--- src/hw/rtl/medw_pkg.sv ---
// Shared types and constants for the 3x3 morphology window block.
package medw_pkg;

    localparam int KERNEL_SIZE = 3;
    localparam int KERNEL_TAPS = KERNEL_SIZE * KERNEL_SIZE;
    localparam int PIX_W       = 8;
    localparam int CFG_IDX_W   = 3;
    localparam int CFG_DATA_W  = 11;

    localparam logic [PIX_W-1:0]       PIX_FULL          = 8'd255;
    localparam logic [PIX_W-1:0]       PIX_ZERO          = 8'd0;
    localparam logic [KERNEL_TAPS-1:0] KERNEL_MASK_RESET = 9'd186;
    localparam int                     WIDTH_RESET       = 640;
    localparam int                     HEIGHT_RESET      = 480;

    typedef enum logic [CFG_IDX_W-1:0] {
        REG_KERNEL_MASK  = 3'd0,
        REG_DILATE_MODE  = 3'd1,
        REG_BINARY_MODE  = 3'd2,
        REG_IMAGE_WIDTH  = 3'd3,
        REG_IMAGE_HEIGHT = 3'd4
    } reg_idx_t;

    typedef struct packed {
        logic [PIX_W-1:0] pixel_value;
        logic             drain;
    } pixel_in_t;

    typedef struct packed {
        logic [PIX_W-1:0] result_value;
        logic             frame_last;
    } pixel_out_t;

    typedef struct packed {
        logic [KERNEL_TAPS-1:0] kernel_mask;
        logic                   dilate_mode;
        logic                   binary_mode;
    } medw_mode_t;

    // Per-result window control: taps that are enabled and inside the image,
    // whether any enabled tap falls outside, and the result flags.
    typedef struct packed {
        logic [KERNEL_TAPS-1:0] used;
        logic                   miss;
        logic                   emit;
        logic                   last;
    } medw_win_ctl_t;

    // Element 0 is the top row of the column, element 2 the bottom row.
    typedef logic [KERNEL_SIZE-1:0][PIX_W-1:0] medw_column_t;

endpackage

--- src/hw/rtl/medw_window.sv ---
// Column shift window, min/max or binary reduction and output register.
module medw_window
    import medw_pkg::*;
(
    input  logic          clk,
    input  logic          rst_n,
    input  logic          issue,
    input  medw_win_ctl_t issue_ctl,
    input  medw_mode_t    mode,
    input  medw_column_t  column,
    input  logic          out_stall,
    output logic          advance,
    output logic          hold,
    output logic          b_valid,
    output logic          out_valid,
    output pixel_out_t    out_data
);

    logic          b_valid_reg, b_valid_next;
    logic          out_valid_reg, out_valid_next;
    medw_win_ctl_t b_ctl_reg;
    medw_column_t  left_reg;
    medw_column_t  center_reg;
    pixel_out_t    out_data_reg;

    logic [KERNEL_TAPS-1:0][PIX_W-1:0] taps;
    logic [KERNEL_TAPS-1:0]            tap_set;
    logic [PIX_W-1:0]                  neutral;
    logic [PIX_W-1:0]                  val;
    logic [PIX_W-1:0]                  acc;
    logic                              all_set;
    logic                              any_set;
    logic [PIX_W-1:0]                  result;

    assign hold    = b_valid_reg && b_ctl_reg.emit && out_valid_reg && out_stall;
    assign advance = b_valid_reg && !hold;
    assign b_valid = b_valid_reg;
    assign out_valid = out_valid_reg;
    assign out_data  = out_data_reg;

    always_comb
    begin
        for (int i = 0; i < KERNEL_SIZE; i++)
        begin
            taps[i*KERNEL_SIZE + 0] = left_reg[i];
            taps[i*KERNEL_SIZE + 1] = center_reg[i];
            taps[i*KERNEL_SIZE + 2] = column[i];
        end
        for (int k = 0; k < KERNEL_TAPS; k++)
        begin
            tap_set[k] = taps[k] == PIX_FULL;
        end

        // Unused and outside taps take the value that leaves min or max alone.
        neutral = mode.dilate_mode ? PIX_ZERO : PIX_FULL;
        acc     = b_ctl_reg.used[0] ? taps[0] : neutral;
        for (int k = 1; k < KERNEL_TAPS; k++)
        begin
            val = b_ctl_reg.used[k] ? taps[k] : neutral;
            if (mode.dilate_mode)
            begin
                acc = (val > acc) ? val : acc;
            end
            else
            begin
                acc = (val < acc) ? val : acc;
            end
        end

        // In binary erosion an enabled tap outside the image counts as unset.
        all_set = !b_ctl_reg.miss && (&(~b_ctl_reg.used | tap_set));
        any_set = |(b_ctl_reg.used & tap_set);

        if (mode.binary_mode)
        begin
            result = (mode.dilate_mode ? any_set : all_set) ? PIX_FULL : PIX_ZERO;
        end
        else
        begin
            result = acc;
        end
    end

    always_comb
    begin
        priority if (issue)
        begin
            b_valid_next = 1'b1;
        end
        else if (advance)
        begin
            b_valid_next = 1'b0;
        end
        else
        begin
            b_valid_next = b_valid_reg;
        end

        priority if (advance && b_ctl_reg.emit)
        begin
            out_valid_next = 1'b1;
        end
        else if (!out_stall)
        begin
            out_valid_next = 1'b0;
        end
        else
        begin
            out_valid_next = out_valid_reg;
        end
    end

    always_ff @(posedge clk or negedge rst_n)
    begin
        if (!rst_n)
        begin
            b_valid_reg   <= 1'b0;
            out_valid_reg <= 1'b0;
        end
        else
        begin
            b_valid_reg   <= b_valid_next;
            out_valid_reg <= out_valid_next;
        end
    end

    always_ff @(posedge clk)
    begin
        if (issue)
        begin
            b_ctl_reg <= issue_ctl;
        end
        if (advance)
        begin
            left_reg   <= center_reg;
            center_reg <= column;
        end
        if (advance && b_ctl_reg.emit)
        begin
            out_data_reg.result_value <= result;
            out_data_reg.frame_last   <= b_ctl_reg.last;
        end
    end

endmodule

--- config.mk ---
export PLATFORM = sky130hd
export DESIGN_NAME = medw_window
export DESIGN_NICKNAME = d
export VERILOG_FILES = /design/src/hw/rtl/medw_pkg.sv /design/src/hw/rtl/medw_window.sv
export SDC_FILE = /design/constraint.sdc
export NUM_CORES = 1
export LEC_CHECK = 0
export ABC_AREA = 0
export BUFFER_PORTS_ARGS = -buffer_cell sky130_fd_sc_hd__buf_2
export CORE_MARGIN = 2
export CORE_UTILIZATION = 50
export CTS_BUF_LIST = sky130_fd_sc_hd__clkbuf_2
export CTS_CLUSTER_SIZE = 8
export DETAILED_ROUTE_END_ITERATION = 6
export PLACE_DENSITY = 0.8
export SYNTH_ARGS = -nofsm -noshare
export SYNTH_HDL_FRONTEND = slang
export SYNTH_SLANG_ARGS = --single-unit
export TNS_END_PERCENT = 1
--- constraint.sdc ---
create_clock -name clk -period 18.1 [get_ports clk]
set_clock_uncertainty 0.05 [all_clocks]
set_input_delay 2.715 -clock clk [delete_from_list [all_inputs] [get_ports clk]]
set_output_delay 2.715 -clock clk [all_outputs]
set_load 0.02 [all_outputs]
==> results.yml <==
run_status:
  outcome: "finished clean"
logic_synthesis:
  netlist_top_cells_count: "nand2_1 (113), a21oi_1 (84), edfxtp_1 (69)"
  syn_inst: 896
  synthTopCellsByArea: "edfxtp_1 (28%), ha_1 (11%), nand2_1 (5.8%)"
  ys.flop_type: "edfxtp_1"
  synthesis.area_mm2: 0.00734
  syn_nets: 1011
  yosysMostFrequentCell: "nand2_1"
  ys_seq_area_share_pct: 28.9
  synthDistinctLibCells: 79
  synthArstFlopShare_pct: 2.82
  post_synth.cell_area_avg_um2: 8.19
  yosysTopAreaCell: "edfxtp_1"
  ys_warn_count: 0
  synth-seq-cells: 71
  synth_edf_count: 69
  synth_top_area_share_pct: 28.2
placement:
  placement.cell_area_mm2: 0.00806
  post-place-ws_ns: -0.174
  globalplace.congestion: 0.963
  io_buffers: 54
  hpwl_um: 17000
  dp.cells: 1142
setup_path:
  critPathArrivalTime_ns: 17.59
  cp_max_fo: 9
  cp.required_ns: 18.51
  r2r_slack_ns: 2.36
  startpoint_type: "input port"
  crit_top_cell: "ha_1"
  cpPeakStageDelay_ns: 0.46
  crit_slowest_cell: "or4_4"
  cp-end-kind: "flop"
  worstSetupPathType: "input port to flop"
power:
  ir_drop_mv: 0.0970
  pwr_density_cell_mw_per_mm2: 161
  power_mw: 1.34
  clkPwrFrac_pct: 7.6
  p_comb_share_pct: 75.9
  p_switching_mw: 0.684
  switching_share_pct: 50.9
  p_seq_share_pct: 16.5
  p_leak_nw: 3.58
  power.internal_mw: 0.658
timing:
  fin_crit_ns: 17.18
  finalHoldViolations: 0
  final.setup.tns_ns: 0
  slew_headroom_pct: 39.9
  tightest_slew_ns: 0.902
  maxSlewViolCount: 0
  setup_slack_ns: 0.920
  holdWs_ns: 0.408
  setup_violations: 0
  timing.fmax_mhz: 58.2
  fin_crit_sh_pct: 94.9
finish:
  area_growth_pct: 13.4
  fin_area_mm2: 0.00833
  fin_util_pct: 57.7
  drive_gt1_share_pct: 19.9
  final_cells: 1164
  fill_cells: 1331
  antenna_cells: 0
  finalNetCount: 1090
detailed_routing:
  drt_iter0_drc: 1011
  drc_errors: 0
  dr_total_vias: 7782
  via_per_inst: 6.69
  avgRoutedWirePerCell_um: 19.2
  first_pass_iters: 5
  ant_nets: 0
  totalWireLength_um: 22400
clock_network:
  clk_latency_ns: 0.62
  tritoncts: "done"
  clk_path_buf_depth: 2
  cts_buffers: 9
  clock_sinks: 71
  cts_max_level: 3
  clk_transition_reported_paths_ns: 0.21
  root_buffer: "clkbuf_2"
  holdBufCountCts: 0
floorplanning:
  die_height_um: 125
  coreArea_mm2: 0.0144
  dieArea_mm2: 0.0157
  num_rows: 44
  io_pins: 64
  initial_core_util_pct: 50.9
  die_w_um: 125
hold_path:
  hold_path_class: "flop to flop"
grt:
  grt_max_degree: 50
  grt-ovfl-total: 0
  track_usage_pct: 28.6
  grt_pass1_wl_um: 36500
  antenna_found_initial: 0
  grt_pass1_vias: 7125
run:
  cap_violations: 0
## power groups by stage
| stage | registers (mW) | logic (mW) | clock network (mW) |
|---|---|---|---|
| floorplan | 0.221 | 0.685 | 0 |
| finish | 0.222 | 1.02 | 0.102 |
| global route | 0.224 | 1.13 | 0.109 |
| detailed placement | 0.225 | 0.961 | 0 |
| CTS | 0.221 | 0.968 | 0.103 |
| global placement | 0.224 | 0.941 | 0 |
## cells in the final DEF (no fill, tap or decap), types with 16 or more instances in the layout
cell type	synthesis	final
nand2_1	113	113
a21oi_1	84	78
edfxtp_1	69	69
ha_1	64	64
nor2_1	62	59
buf_4	1	56
buf_2	8	54
o21ai_0	60	52
nand4_1	43	43
a21o_1	43	42
inv_1	30	30
o21a_1	21	20
nor3_1	17	16
## per-layer routing
layer | global-route usage, % | routed length (um) | up-vias
met2 | 44.9 | 10200 | 416
li1 | - | - | 3658
met5 | 0 | 0 | -
met1 | 40.3 | 9620 | 3651
met3 | 5.13 | 1930 | 57
met4 | 9.08 | 614 | 0
## worst max-delay path: cells and delay by family
family / cells / cell delay [ns]
and+or+nand+nor: 19 / 4.23
buffers and inverters: 3 / 0.38
AOI/OAI and AO/OA: 44 / 7.93
adders and majority gates: 8 / 2.30
## layout make-up
class	instances	area, um^2	share of cell area (%)
Multi-Input combinational cell	750	5040	60.5
Sequential cell	71	2120	25.5
Timing Repair Buffer	110	691	8.30
Tap cell	184	230	2.77
Inverter	33	124	1.49
Clock inverter	6	70.1	0.842
Clock buffer	10	50.0	0.601
## repair_timing
| action | 4_1_cts | 5_1_grt |
|---|---|---|
| setup buffers | 0 | 6 |
| endpoints found under the setup margin | 0 | 8 |
| gates resized for setup | 0 | 35 |
## final timing paths
path,from,cells after the start,end
max in group asynchronous,rst_n,1,b_valid
worst max register to register,b_ctl_reg[3],73,out_data[6]
min in group asynchronous,rst_n,1,out_valid
worst min register to register,b_ctl_reg[0],0,out_data[0]
worst min-delay path,b_ctl_reg[0],0,out_data[0]
worst max-delay path,mode[1],74,out_data[6]
## logic make-up after synthesis
group,count (synthesis),synth area share [%]
fa+ha+maj,64,10.9
buf+inv,75,4.13
mux,5,0.699
simple gates,325,21.6
compound gates,356,33.7
flops,71,28.9
Power figures use the tool's default switching activity.
