`src/hw/rtl/medw_pkg.sv`:
```
// Shared types and constants for the 3x3 morphology window block.
package medw_pkg;

    localparam int KERNEL_SIZE = 3;
    localparam int KERNEL_TAPS = KERNEL_SIZE * KERNEL_SIZE;
    localparam int PIX_W       = 8;
    localparam int CFG_IDX_W   = 3;
    localparam int CFG_DATA_W  = 11;

    localparam logic [PIX_W-1:0]       PIX_FULL          = 8'd255;
    localparam logic [PIX_W-1:0]       PIX_ZERO          = 8'd0;
    localparam logic [KERNEL_TAPS-1:0] KERNEL_MASK_RESET = 9'd186;
    localparam int                     WIDTH_RESET       = 640;
    localparam int                     HEIGHT_RESET      = 480;

    typedef enum logic [CFG_IDX_W-1:0] {
        REG_KERNEL_MASK  = 3'd0,
        REG_DILATE_MODE  = 3'd1,
        REG_BINARY_MODE  = 3'd2,
        REG_IMAGE_WIDTH  = 3'd3,
        REG_IMAGE_HEIGHT = 3'd4
    } reg_idx_t;

    typedef struct packed {
        logic [PIX_W-1:0] pixel_value;
        logic             drain;
    } pixel_in_t;

    typedef struct packed {
        logic [PIX_W-1:0] result_value;
        logic             frame_last;
    } pixel_out_t;

    typedef struct packed {
        logic [KERNEL_TAPS-1:0] kernel_mask;
        logic                   dilate_mode;
        logic                   binary_mode;
    } medw_mode_t;

    // Per-result window control: taps that are enabled and inside the image,
    // whether any enabled tap falls outside, and the result flags.
    typedef struct packed {
        logic [KERNEL_TAPS-1:0] used;
        logic                   miss;
        logic                   emit;
        logic                   last;
    } medw_win_ctl_t;

    // Element 0 is the top row of the column, element 2 the bottom row.
    typedef logic [KERNEL_SIZE-1:0][PIX_W-1:0] medw_column_t;

endpackage

```
`src/hw/rtl/medw_ctrl.sv`:
```
// Configuration registers and raster position counters for the window block.
module medw_ctrl
    import medw_pkg::*;
#(
    parameter int MAX_WIDTH  = 1024,
    parameter int MAX_HEIGHT = 1024
)(
    input  logic                      clk,
    input  logic                      rst_n,
    input  logic                      cfg_write,
    input  logic [CFG_IDX_W-1:0]      cfg_index,
    input  logic [CFG_DATA_W-1:0]     cfg_data,
    input  logic                      accept,
    input  logic                      drain,
    output logic                      issue,
    output logic [$clog2(MAX_WIDTH)-1:0] issue_col,
    output medw_win_ctl_t             issue_ctl,
    output logic                      input_done,
    output medw_mode_t                mode
);

    localparam int COL_W  = $clog2(MAX_WIDTH);
    localparam int ROW_W  = $clog2(MAX_HEIGHT + 2);
    localparam int OROW_W = $clog2(MAX_HEIGHT);

    localparam logic [COL_W-1:0] W_LAST_RESET =
        COL_W'((WIDTH_RESET > MAX_WIDTH ? MAX_WIDTH : WIDTH_RESET) - 1);
    localparam logic [OROW_W-1:0] H_LAST_RESET =
        OROW_W'((HEIGHT_RESET > MAX_HEIGHT ? MAX_HEIGHT : HEIGHT_RESET) - 1);

    function automatic logic [COL_W-1:0] width_last(input logic [CFG_DATA_W-1:0] v);
        if (v == '0) return '0;
        if (32'(v) > 32'(MAX_WIDTH)) return COL_W'(MAX_WIDTH - 1);
        return COL_W'(v - 1'b1);
    endfunction

    function automatic logic [OROW_W-1:0] height_last(input logic [CFG_DATA_W-1:0] v);
        if (v == '0) return '0;
        if (32'(v) > 32'(MAX_HEIGHT)) return OROW_W'(MAX_HEIGHT - 1);
        return OROW_W'(v - 1'b1);
    endfunction

    logic [KERNEL_TAPS-1:0] mask_reg, mask_next;
    logic                   dilate_reg, dilate_next;
    logic                   binary_reg, binary_next;
    logic [COL_W-1:0]       w_last_reg, w_last_next;
    logic [OROW_W-1:0]      h_last_reg, h_last_next;
    logic [COL_W-1:0]       in_col_reg, in_col_next;
    logic [ROW_W-1:0]       in_row_reg, in_row_next;
    logic [COL_W-1:0]       out_col_reg, out_col_next;
    logic [OROW_W-1:0]      out_row_reg, out_row_next;

    logic                   restart;
    logic                   emit;
    logic                   last;
    logic                   col_wrap;
    logic                   out_col_wrap;
    logic [KERNEL_SIZE-1:0] row_ok;
    logic [KERNEL_SIZE-1:0] col_ok;
    logic [KERNEL_TAPS-1:0] in_range;

    always_comb
    begin
        input_done   = in_row_reg > ROW_W'(h_last_reg);
        issue        = accept && !(drain && !input_done);
        // The first result appears once the item one row and one pixel past
        // the first pixel has arrived.
        emit         = (in_row_reg > ROW_W'(1)) || ((in_row_reg == ROW_W'(1)) && (in_col_reg != '0));
        col_wrap     = in_col_reg == w_last_reg;
        out_col_wrap = out_col_reg == w_last_reg;
        last         = out_col_wrap && (out_row_reg == h_last_reg);

        row_ok = {out_row_reg != h_last_reg, 1'b1, out_row_reg != '0};
        col_ok = {out_col_reg != w_last_reg, 1'b1, out_col_reg != '0};
        for (int i = 0; i < KERNEL_SIZE; i++)
        begin
            for (int j = 0; j < KERNEL_SIZE; j++)
            begin
                in_range[i*KERNEL_SIZE + j] = row_ok[i] & col_ok[j];
            end
        end

        issue_col      = in_col_reg;
        issue_ctl.used = mask_reg & in_range;
        issue_ctl.miss = |(mask_reg & ~in_range);
        issue_ctl.emit = emit;
        issue_ctl.last = last;

        mode.kernel_mask = mask_reg;
        mode.dilate_mode = dilate_reg;
        mode.binary_mode = binary_reg;
    end

    always_comb
    begin
        mask_next    = mask_reg;
        dilate_next  = dilate_reg;
        binary_next  = binary_reg;
        w_last_next  = w_last_reg;
        h_last_next  = h_last_reg;
        restart      = 1'b0;
        in_col_next  = in_col_reg;
        in_row_next  = in_row_reg;
        out_col_next = out_col_reg;
        out_row_next = out_row_reg;

        if (cfg_write)
        begin
            unique case (reg_idx_t'(cfg_index))
                REG_KERNEL_MASK:  mask_next   = cfg_data[KERNEL_TAPS-1:0];
                REG_DILATE_MODE:  dilate_next = cfg_data[0];
                REG_BINARY_MODE:  binary_next = cfg_data[0];
                REG_IMAGE_WIDTH:
                begin
                    w_last_next = width_last(cfg_data);
                    restart     = 1'b1;
                end
                REG_IMAGE_HEIGHT:
                begin
                    h_last_next = height_last(cfg_data);
                    restart     = 1'b1;
                end
                default: ;
            endcase
        end

        if (restart)
        begin
            in_col_next  = '0;
            in_row_next  = '0;
            out_col_next = '0;
            out_row_next = '0;
        end
        else if (issue)
        begin
            if (col_wrap)
            begin
                in_col_next = '0;
                in_row_next = in_row_reg + ROW_W'(1);
            end
            else
            begin
                in_col_next = in_col_reg + COL_W'(1);
            end

            if (emit)
            begin
                priority if (last)
                begin
                    in_col_next  = '0;
                    in_row_next  = '0;
                    out_col_next = '0;
                    out_row_next = '0;
                end
                else if (out_col_wrap)
                begin
                    out_col_next = '0;
                    out_row_next = out_row_reg + OROW_W'(1);
                end
                else
                begin
                    out_col_next = out_col_reg + COL_W'(1);
                end
            end
        end
    end

    always_ff @(posedge clk or negedge rst_n)
    begin
        if (!rst_n)
        begin
            mask_reg    <= KERNEL_MASK_RESET;
            dilate_reg  <= 1'b0;
            binary_reg  <= 1'b0;
            w_last_reg  <= W_LAST_RESET;
            h_last_reg  <= H_LAST_RESET;
            in_col_reg  <= '0;
            in_row_reg  <= '0;
            out_col_reg <= '0;
            out_row_reg <= '0;
        end
        else
        begin
            mask_reg    <= mask_next;
            dilate_reg  <= dilate_next;
            binary_reg  <= binary_next;
            w_last_reg  <= w_last_next;
            h_last_reg  <= h_last_next;
            in_col_reg  <= in_col_next;
            in_row_reg  <= in_row_next;
            out_col_reg <= out_col_next;
            out_row_reg <= out_row_next;
        end
    end

endmodule

```
`config.mk`:
```
export PLATFORM = sky130hd
export DESIGN_NAME = medw_ctrl
export DESIGN_NICKNAME = d
export VERILOG_FILES = /design/src/hw/rtl/medw_pkg.sv /design/src/hw/rtl/medw_ctrl.sv
export SDC_FILE = /design/constraint.sdc
export NUM_CORES = 1
export LEC_CHECK = 0
export ABC_AREA = 1
export BUFFER_PORTS_ARGS = -buffer_cell sky130_fd_sc_hd__buf_2
export CORE_ASPECT_RATIO = 1.75
export CORE_UTILIZATION = 53
export DETAILED_ROUTE_END_ITERATION = 8
export PLACE_DENSITY = 0.77
export SYNTH_ARGS = -nofsm -noshare
export SYNTH_HDL_FRONTEND = slang
export SYNTH_SLANG_ARGS = --single-unit
```
`constraint.sdc`:
```
create_clock -name clk -period 2.7 [get_ports clk]
set_clock_uncertainty 0.05 [all_clocks]
set_input_delay 0.405 -clock clk [delete_from_list [all_inputs] [get_ports clk]]
set_output_delay 0.405 -clock clk [all_outputs]
set_load 0.02 [all_outputs]
```
==> metrics.md <==
| Metric | Value |
|---|---|
| Status | `finished, final reports clean` |
| PortBufs | `53` |
| CP max FO | `3` |
| Dpl ws | `0.204 ns` |
| Synth warnings | `0` |
| EDFF count, synth | `0` |
| Pre-Repair DR Iteration Count | `5` |
| Die outline height | `138 um` |
| Final Hold Fails | `0` |
| Synth Flop Type | `dfrtp_1` |
| Switching part of the total | `46.1%` |
| FF+latch count, synth | `72` |
| GRT Resource Usage Total | `27.3%` |
| Routability cong. | `a little under 0.9` |
| Post-synthesis area per instance | `roughly 6.5 um^2` |
| Num rows | `between 40 and 50` |
| Final setup violation count | `0` |
| Setup TNS | `0 ns` |
| Unique masters post-synth | `38` |
| Number of global-route vias before repair | `4,986` |
| Worst hold margin | `~0.15 ns` |
| Initial Util | `54.4%` |
| Share of flip-flops with an asynchronous set or reset | `100%` |
| Required @ worst endpoint | `2.25 ns` |
| Worst ir drop on vdd | `about 0.00052 V` |
| Die Wd | `79.5 um` |
| Fmax | `slightly below 400 MHz` |
| Crit path arrival time | `2.14 ns` |
| RSZ-0062 raised after global routing | `false` |
| Nets@finish | `between 900 and 1,000` |
| Clock power share | `roughly 22%` |
| Largest net degree at the start of global routing | `73` |
| Area Growth Syn to Fin | `12.0%` |
| Worst skew pair latency | `0.34 ns` |
| DR iter-0 viols | `383` |
| Gate Count Post-Synth | `852` |
| Net Count, Synth | `890` |
| Hold Buf Count CTS | `0` |
| DR vias/cell | `5.34` |
| Commonest non-fill, non-tap cell in the layout | `nand2_1` |
| NetSw | `0.00271 W` |
| Seq/Total Area, Yosys | `between 30% and 40%` |
| DRC viols | `0` |
| Relative slew slack | `about two fifths` |
| Critical Path Start Type | `flop` |
| Total grt overflow | `0` |
| Layout Utilization | `61.0%` |
| Total Routed Length | `about 14 mm` |
| # IOs | `54` |
| Tcrit/Tclk final | `between 90 and 100%` |
| Combinational power share | `approximately half` |
| Sequential share of power | `29.1%` |
| Clock tree from TritonCTS | `built` |
| Commonest cells after routing, fill and taps aside | `303 x nand2_1, 85 x inv_1, 83 x nand3_1` |
| Die area | `~11,000 um^2` |
| CTS max path bufs | `2` |
| Clock transition at path regs | `0.06 ns` |
| CTS H-tree depth | `3` |
| Maxcap violations | `0` |
| Synth Cell Area | `5570 um^2` |
| Initial antenna violation count | `0` |
| Core Area | `10,200 um^2` |
| Pwr Total | `0.00588 W` |
| Dpl hpwl | `10.8 mm` |
| Static Leak | `3.31 nW` |
| Slew Viols, Final | `0` |
| Clk sinks | `between 70 and 80` |
| Routed Antenna Nets | `0` |
| Power per cell area | `between 900 and 1000 nW/um^2` |
| Pint | `0.00317 W` |
| Max FFs per register | `11` |
| Slew @ Worst Pin | `0.909 ns` |
| Wire per inst | `approximately 14 um` |
| FILL cells | `1,001` |
| ANT cells | `0` |
| CTS Root Cell | `clkbuf_16` |
| Tmin final | `2.60 ns` |
| First-pass GRT wire length | `23.0 mm` |
| Num CTS Buffers | `9` |
| Critical path start-end classification | `flop to primary output` |
| Routed vias | `between 5,000 and 6,000` |
| Share of cells above drive strength 1 | `16.9%` |
| Critical Path End Type | `primary output` |
| Worst min path class | `input port to async pin` |
| Final worst-path setup slack | `between 0.1 and 0.15 ns` |
## cell families (layout without fill, tap and decap cells)
| logic type | count (synthesis) | in the layout | synth area share, % |
|---|---|---|---|
| DFF | 72 | 72 | 32.8 |
| and+or+nand+nor | 530 | 530 | 41.5 |
| xor gates and xnor gates | 25 | 25 | 3.93 |
| adders and majority gates | 19 | 19 | 4.27 |
| AOI/OAI and AO/OA | 73 | 73 | 6.83 |
| muxes | 1 | 1 | 0.202 |
| buffers and inverters | 132 | 183 | 10.5 |
## Yosys cell counts, types with 9 or more instances
library cell / count / area share, %
a21oi_1: 25 / 2.2
buf_2: 12 / 1.1
buf_4: 9 / 1.2
dfrtp_1: 51 / 23
dfstp_2: 21 / 9.9
ha_1: 19 / 4.3
inv_1: 85 / 5.7
inv_2: 17 / 1.1
nand2_1: 303 / 20
nand3_1: 83 / 7.5
nand4_1: 11 / 1.2
nor2_1: 72 / 4.9
nor2_2: 9 / 1.0
nor3_1: 21 / 1.9
o21ai_0: 37 / 3.3
xor2_1: 17 / 2.7
## critical path: stages, from the launching register on
cell and delay [ns]:
dfstp_2 0.53, inv_1 0.08, ha_4 0.28, nand2_1 0.07, nor2_2 0.13, nand3b_1 0.08
or2_1 0.21, nand2_1 0.09, nand2_1 0.06, nand2_2 0.09, inv_1 0.04, buf_2 0.15
## power groups by stage
stage	combinational [W]	sequential, W	clock, W
2_1_floorplan	0.00214	0.00167	0
3_3_place_gp	0.00276	0.00171	0
3_5_place_dp	0.00280	0.00171	0
4_1_cts	0.00283	0.00170	0.00133
5_1_grt	0.00317	0.00174	0.00137
6_report	0.00286	0.00171	0.00131
## worst paths after layout
path | start | end | slack [ns] | cells past startpoint
max | h_last_reg[8] | issue | 0.10 | 11
min | rst_n | out_row_reg[6] | 0.15 | 1
max reg2reg | h_last_reg[8] | in_row_reg[1] | 0.25 | 13
min reg2reg | binary_reg | binary_reg | 0.44 | 2
max in group asynchronous | rst_n | out_col_reg[7] | 1.86 | 1
min in group clk | cfg_data[1] | mask_reg[1] | 0.29 | 3
## repair_timing
| action | 4_1_cts | 5_1_grt |
|---|---|---|
| setup buffers | 0 | 0 |
| hold endpoints to repair | 0 | 0 |
| endpoints found under the setup margin | 0 | 9 |
| gates resized for setup | 0 | 6 |
## layout make-up
type / instances / area [um^2] / area share (%)
repair buffers: 65 / 358 / 5.73
clock buffers: 11 / 253 / 4.05
well taps: 127 / 159 / 2.55
multi-input cells: 648 / 3180 / 51.0
clock inverters: 5 / 78.8 / 1.26
inverters: 102 / 385 / 6.17
flip-flops and latches: 72 / 1830 / 29.3
## metrics by stage
stage	area (um^2)	instances
global route	6240	1030
floorplan	5570	852
CTS	6220	1030
finish	6240	1030
global placement	5890	1014
detailed placement	5890	1014
## layer usage
metal | routed length [um] | GRT usage, % | vias to the layer above | share of wire, %
met5 | 0 | 0 | - | 0
met4 | 679 | 15.6 | 0 | 4.7
met1 | 5690 | 31.5 | 2521 | 40
li1 | - | - | 2767 | -
met2 | 7480 | 48.0 | 169 | 52
met3 | 527 | 3.31 | 45 | 3.7
Note: power is estimated with default switching activity, not from simulation.
